===== src/sv/snsd_pkg.sv =====
// Package for the stereo noise-shaped 24-bit dither block.
// Holds the fixed widths, generator seeds, tap weights and the xorshift step.
// No dependencies.
package snsd_pkg;

  localparam int IN_W         = 41;
  localparam int OUT_W        = 24;
  localparam int WORD_W       = 32;
  localparam int WEIGHT_W     = 18;
  localparam int PROD_W       = 50;
  localparam int PSUM_W       = 52;
  localparam int SUM_W        = 54;
  localparam int ZSUB_W       = 15;
  localparam int FRAC_W       = 16;
  localparam int HISTORY_TAPS = 8;
  localparam int GROUP_N      = 3;

  localparam logic [WORD_W-1:0] SEED_LEFT    = 32'h1234_5678;
  localparam logic [WORD_W-1:0] SEED_RIGHT   = 32'h8765_4321;
  localparam logic [ZSUB_W-1:0] ZERO_SUB_MUL = 15'd27862;

  localparam logic signed [OUT_W-1:0] OUT_MAX = 24'sh7F_FFFF;
  localparam logic signed [OUT_W-1:0] OUT_MIN = -24'sh80_0000;

  // Q16 weights; entry 0 scales the live generator word, entry k history word k-1
  localparam logic signed [WEIGHT_W-1:0] TAP_WEIGHT [HISTORY_TAPS+1] = '{
    18'sd3998, -18'sd7209, 18'sd16384, -18'sd28180, 18'sd65536,
    -18'sd65536, 18'sd32768, -18'sd15073, 18'sd8258
  };

  // Pipeline control shared by all cells of a channel
  typedef struct packed {
    logic en;     // pipeline advances
    logic shift;  // a transaction is taken, state moves one place
  } snsd_ctl_t;

  // One xorshift32 step (13, 17, 5)
  function automatic logic [WORD_W-1:0] xorshift_step(input logic [WORD_W-1:0] x);
    logic [WORD_W-1:0] y;
    y = x ^ (x << 13);
    y = y ^ (y >> 17);
    y = y ^ (y << 5);
    return y;
  endfunction

endpackage


===== src/sv/snsd_rng_cell.sv =====
// Head cell of the chain: xorshift32 generator, its weighted term and the
// zero-input substitute value. Depends on snsd_pkg.
module snsd_rng_cell import snsd_pkg::*; #(
  parameter logic [31:0] SEED = 32'h0000_0001
) (
  input  logic                     clk,
  input  logic                     rst_n,
  input  snsd_ctl_t                ctl,
  output logic [WORD_W-1:0]        word_o,
  output logic signed [PROD_W-1:0] prod_o,
  output logic [ZSUB_W-1:0]        zsub_o
);

  logic [WORD_W-1:0]        rng_r;
  logic [WORD_W-1:0]        rng_nxt;
  logic signed [PROD_W:0]   prod_full;
  logic [WORD_W+ZSUB_W-1:0] zsub_full;
  logic signed [PROD_W-1:0] prod_r;

  // generator advances once per transaction
  assign rng_nxt = ctl.shift ? xorshift_step(rng_r) : rng_r;

  always_ff @(posedge clk) begin
    if (!rst_n) begin
      rng_r <= SEED;
    end else begin
      rng_r <= rng_nxt;
    end
  end

  // term 0 and substitute, taken from the word in use at the transaction
  assign prod_full = $signed({1'b0, rng_r}) * TAP_WEIGHT[0];
  assign zsub_full = rng_r * ZERO_SUB_MUL;

  always_ff @(posedge clk) begin
    if (ctl.en) begin
      prod_r <= prod_full[PROD_W-1:0];
    end
  end

  assign word_o = rng_r;
  assign prod_o = prod_r;
  // substitute goes out unregistered: it is muxed into the sample stage at the
  // same edge that takes the transaction
  assign zsub_o = zsub_full[WORD_W+ZSUB_W-1:WORD_W];

endmodule


===== src/sv/snsd_cell.sv =====
// History cell: holds one past generator word, passes it on per transaction
// and registers its weighted term. Depends on snsd_pkg.
module snsd_cell import snsd_pkg::*; #(
  parameter logic signed [17:0] WEIGHT = 18'sd0
) (
  input  logic                     clk,
  input  logic                     rst_n,
  input  snsd_ctl_t                ctl,
  input  logic [WORD_W-1:0]        word_i,
  output logic [WORD_W-1:0]        word_o,
  output logic signed [PROD_W-1:0] prod_o
);

  logic [WORD_W-1:0]        word_r;
  logic [WORD_W-1:0]        word_nxt;
  logic signed [PROD_W:0]   prod_full;
  logic signed [PROD_W-1:0] prod_r;

  // shift line: take the neighbor's word on each transaction
  assign word_nxt = ctl.shift ? word_i : word_r;

  always_ff @(posedge clk) begin
    if (!rst_n) begin
      word_r <= '0;
    end else begin
      word_r <= word_nxt;
    end
  end

  // weighted term of the word in use at the transaction
  assign prod_full = $signed({1'b0, word_r}) * WEIGHT;

  always_ff @(posedge clk) begin
    if (ctl.en) begin
      prod_r <= prod_full[PROD_W-1:0];
    end
  end

  assign word_o = word_r;
  assign prod_o = prod_r;

endmodule


===== src/sv/snsd_chan.sv =====
// One channel: generator cell, row of history cells, partial-sum stage and
// final add / floor / saturate stage. Depends on snsd_pkg, snsd_rng_cell, snsd_cell.
module snsd_chan import snsd_pkg::*; #(
  parameter logic [31:0] SEED = 32'h0000_0001
) (
  input  logic                    clk,
  input  logic                    rst_n,
  input  snsd_ctl_t               ctl,
  input  logic signed [IN_W-1:0]  sample,
  output logic signed [OUT_W-1:0] result
);

  localparam int NGRP = (HISTORY_TAPS + 1) / GROUP_N;

  logic [WORD_W-1:0]        word [HISTORY_TAPS];
  logic signed [PROD_W-1:0] prod [HISTORY_TAPS+1];
  logic [ZSUB_W-1:0]        zsub;

  logic signed [IN_W-1:0]   s1_r;
  logic signed [IN_W-1:0]   s2_r;
  logic signed [PSUM_W-1:0] psum_r [NGRP];
  logic signed [OUT_W-1:0]  res_r;

  logic signed [SUM_W-1:0]         total;
  logic signed [SUM_W-WORD_W-1:0]  dither;
  logic signed [IN_W:0]            mixed;
  logic signed [IN_W-FRAC_W:0]     floored;
  logic signed [OUT_W-1:0]         res_nxt;

  // generator at the head of the chain
  snsd_rng_cell #(.SEED(SEED)) u_rng (
    .clk    (clk),
    .rst_n  (rst_n),
    .ctl    (ctl),
    .word_o (word[0]),
    .prod_o (prod[0]),
    .zsub_o (zsub)
  );

  // history cells, newest first
  for (genvar k = 1; k <= HISTORY_TAPS; k++) begin : g_cell
    if (k < HISTORY_TAPS) begin : g_mid
      snsd_cell #(.WEIGHT(TAP_WEIGHT[k])) u_cell (
        .clk    (clk),
        .rst_n  (rst_n),
        .ctl    (ctl),
        .word_i (word[k-1]),
        .word_o (word[k]),
        .prod_o (prod[k])
      );
    end else begin : g_last
      snsd_cell #(.WEIGHT(TAP_WEIGHT[k])) u_cell (
        .clk    (clk),
        .rst_n  (rst_n),
        .ctl    (ctl),
        .word_i (word[k-1]),
        .word_o (),
        .prod_o (prod[k])
      );
    end
  end

  // stage 1: sample, with an exact zero swapped for the generator substitute
  always_ff @(posedge clk) begin
    if (ctl.en) begin
      s1_r <= (sample == '0) ? $signed({{(IN_W-ZSUB_W){1'b0}}, zsub}) : sample;
    end
  end

  // stage 2: partial sums over groups of three terms
  always_ff @(posedge clk) begin
    if (ctl.en) begin
      s2_r <= s1_r;
      for (int g = 0; g < NGRP; g++) begin
        psum_r[g] <= PSUM_W'(prod[GROUP_N*g]) + PSUM_W'(prod[GROUP_N*g+1])
                   + PSUM_W'(prod[GROUP_N*g+2]);
      end
    end
  end

  // stage 3: total, floor shifts, saturate
  always_comb begin
    total = '0;
    for (int g = 0; g < NGRP; g++) begin
      total = total + SUM_W'(psum_r[g]);
    end
    dither  = total[SUM_W-1:WORD_W];
    mixed   = (IN_W+1)'(s2_r) + (IN_W+1)'(dither);
    floored = mixed[IN_W:FRAC_W];
    if (floored > (IN_W-FRAC_W+1)'(OUT_MAX)) begin
      res_nxt = OUT_MAX;
    end else if (floored < (IN_W-FRAC_W+1)'(OUT_MIN)) begin
      res_nxt = OUT_MIN;
    end else begin
      res_nxt = floored[OUT_W-1:0];
    end
  end

  always_ff @(posedge clk) begin
    if (ctl.en) begin
      res_r <= res_nxt;
    end
  end

  assign result = res_r;

endmodule


===== config.mk =====
export PLATFORM = sky130hd
export DESIGN_NAME = snsd_chan
export DESIGN_NICKNAME = d
export VERILOG_FILES = /design/src/sv/snsd_pkg.sv /design/src/sv/snsd_rng_cell.sv /design/src/sv/snsd_cell.sv /design/src/sv/snsd_chan.sv
export SDC_FILE = /design/constraint.sdc
export NUM_CORES = 2
export LEC_CHECK = 0
export BUFFER_PORTS_ARGS = -buffer_cell sky130_fd_sc_hd__buf_4
export CAP_MARGIN = 10
export CORE_UTILIZATION = 45
export CTS_BUF_LIST = sky130_fd_sc_hd__clkbuf_16
export DETAILED_ROUTE_END_ITERATION = 7
export SETUP_SLACK_MARGIN = 0.4
export SLEW_MARGIN = 20
export SYNTH_ARGS = -nofsm -noshare
export SYNTH_HDL_FRONTEND = slang
export SYNTH_HIERARCHICAL = 1
export SYNTH_SLANG_ARGS = --single-unit

===== constraint.sdc =====
create_clock -name clk -period 12.1 [get_ports clk]
set_input_delay 1.815 -clock clk [delete_from_list [all_inputs] [get_ports clk]]
set_output_delay 1.815 -clock clk [all_outputs]
set_load 0.02 [all_outputs]

==> impl_metrics.toml <==
[cells_and_area]
layout-drive-gt1-share_pct = 4.605
area_growth_pct = 6.631
fin_util_pct = 48.51
fin_area_sq_mm = 0.09975
final_common_cell = "inv_1"
layout_common_cells = "1675 x inv_1, 1190 x ha_1, 1098 x fa_1, 622 x edfxtp_1, 451 x a21oi_1"
final_cells = 11550
nets = 11100

[clock_network]
hold_buffers = 0
cts_setup_buffers = 0
cts_buffer_depth = 3
clk_pin_slew_ns = 0.06
htreeDepth = 3
clkLatencyLatePin_ns = 0.74
cts.sinks = 910
cts_resized = 0
cts_tree = "yes"
cts_root_buf = "clkbuf_16"
cts_buffers = 103

[floorplanning]
core_area_sq_mm = 0.2056
io_pins = 69
placementRows = 166
dieArea_sq_mm = 0.2097
start_util_pct = 45.50
die_h_um = 457.9
die_x_um = 457.9

[job]
drv_cap = 0

[timing]
hold_violations = 0
worst_slew_pin_slew_ns = 1.146
fin_crit_ns = 8.976
timing.final.max_slew_violations = 0
fmax_ghz = 0.1114
finClkSkew_ns = 0.06667
setup_viol = 0
rsz0062_at_grt = "no"
timing.slew.headroom_pct = 23.60
fin_setup_tns_ns = 0
fin_crit_sh_pct = 74.18

[route]
vias = 61020
viasPerCell = 5.282
finalWirelength_um = 239100
ant_nets = 0
avgRoutedWirePerCell_um = 20.70
firstDrtPassIters = 6
route.detailed.drc = 0
drt_iter0_markers = 3443

[place]
place.gp.congestion = 0.9600
dp_cells = 11350
portBuffers = 68
placed_area_sq_mm = 0.09633
dpl.hpwl_um = 196900

[worst_setup_path]
start_kind = "flip-flop"
critPathMaxFanout = 23
worstSetupPathType = "reg2reg"
cpPeakStageDelay_ns = 0.81
slowest_stage = "a21oi_2"
cp.arrival_ns = 9.40
crit_path_frequent_cell = "o21ai_0"
endpoint_kind = "flip-flop"
required_ns = 12.52

[min_path]
worstHoldPathType = "reg2reg"

[global_routing]
grt_antenna_before_repair = 10
grt_max_degree = 163
grt_usage_pct = 23.16
overflow = 0
grt_pass1_vias = 64990
grt_pass1_wl_um = 377000

[synth]
syn_area_sq_mm = 0.09355
syn_area_per_cell_sq_um = 10.66
ys_warn_count = 6
synth_cells = 8774

[status]
run_status = "finished, final reports clean"
[cell type report]
cell class,count,area (sq um)
fillers,18800,105900
multi-input cells,5989,61420
flip-flops and latches,910,24440
inverters,1656,6216
well taps,2688,3363
clock buffers,104,2603
repair buffers,111,889.6
clock inverters,90,803.3
diodes,5,12.51
[layer usage]
| metal | global-route usage, % | up-vias | part of all wire [%] |
|---|---|---|---|
| li1 | - | 29150 | - |
| met1 | 31.65 | 30530 | 46 |
| met2 | 39.33 | 1054 | 48 |
| met3 | 1.874 | 285 | 3.2 |
| met4 | 6.500 | 0 | 2.7 |
| met5 | 0 | - | 0 |
[worst paths after layout]
| check | from | end | slack, ns | cells after the start |
|---|---|---|---|---|
| max | psum_r[0][3]$_DFFE_PP_ | result[3]$_SDFFCE_PN1P_ | 3.12 | 28 |
| min | s1_r[4]$_DFFE_PP_ | s2_r[4]$_DFFE_PP_ | 0.42 | 0 |
| max reg2reg | psum_r[0][3]$_DFFE_PP_ | result[3]$_SDFFCE_PN1P_ | 3.12 | 28 |
| min reg2reg | s1_r[4]$_DFFE_PP_ | s2_r[4]$_DFFE_PP_ | 0.42 | 0 |
[through the flow]
| step | worst slack, ns | hold WS [ns] |
|---|---|---|
| detailed placement | 3.026 | 0.4045 |
| CTS | 2.994 | 0.4054 |
| floorplan | 5.333 | 0.4003 |
| finish | 3.124 | 0.4184 |
| global placement | 3.229 | 0.4041 |
| global route | 2.257 | 0.4138 |
[state kept, by name, indices dropped and copies added (netlist names)]
signal / count
g_cell.g_mid.u_cell/word_o: 224
result: 24
g_cell.g_last.u_cell/prod_o: 45
g_cell.g_mid.u_cell/prod_o: 272
u_rng/word_o: 32
u_rng/prod_o: 43
g_cell.g_last.u_cell/word_o: 32
s1_r: 41
s2_r: 41
psum_r: 156
[critical path: cells and delay by family, from the launching register on]
| kind | cells | cell delay, ns |
|---|---|---|
| and+or+nand+nor | 2 | 0.19 |
| xor gates and xnor gates | 1 | 0.11 |
| AOI/OAI and AO/OA | 20 | 6.67 |
| buffers and inverters | 2 | 0.10 |
| adders and majority gates | 3 | 1.24 |
| DFF | 1 | 0.34 |
Power is not shown: default switching activity piles up to over one toggle a cycle in this logic, so the estimate is an artifact.
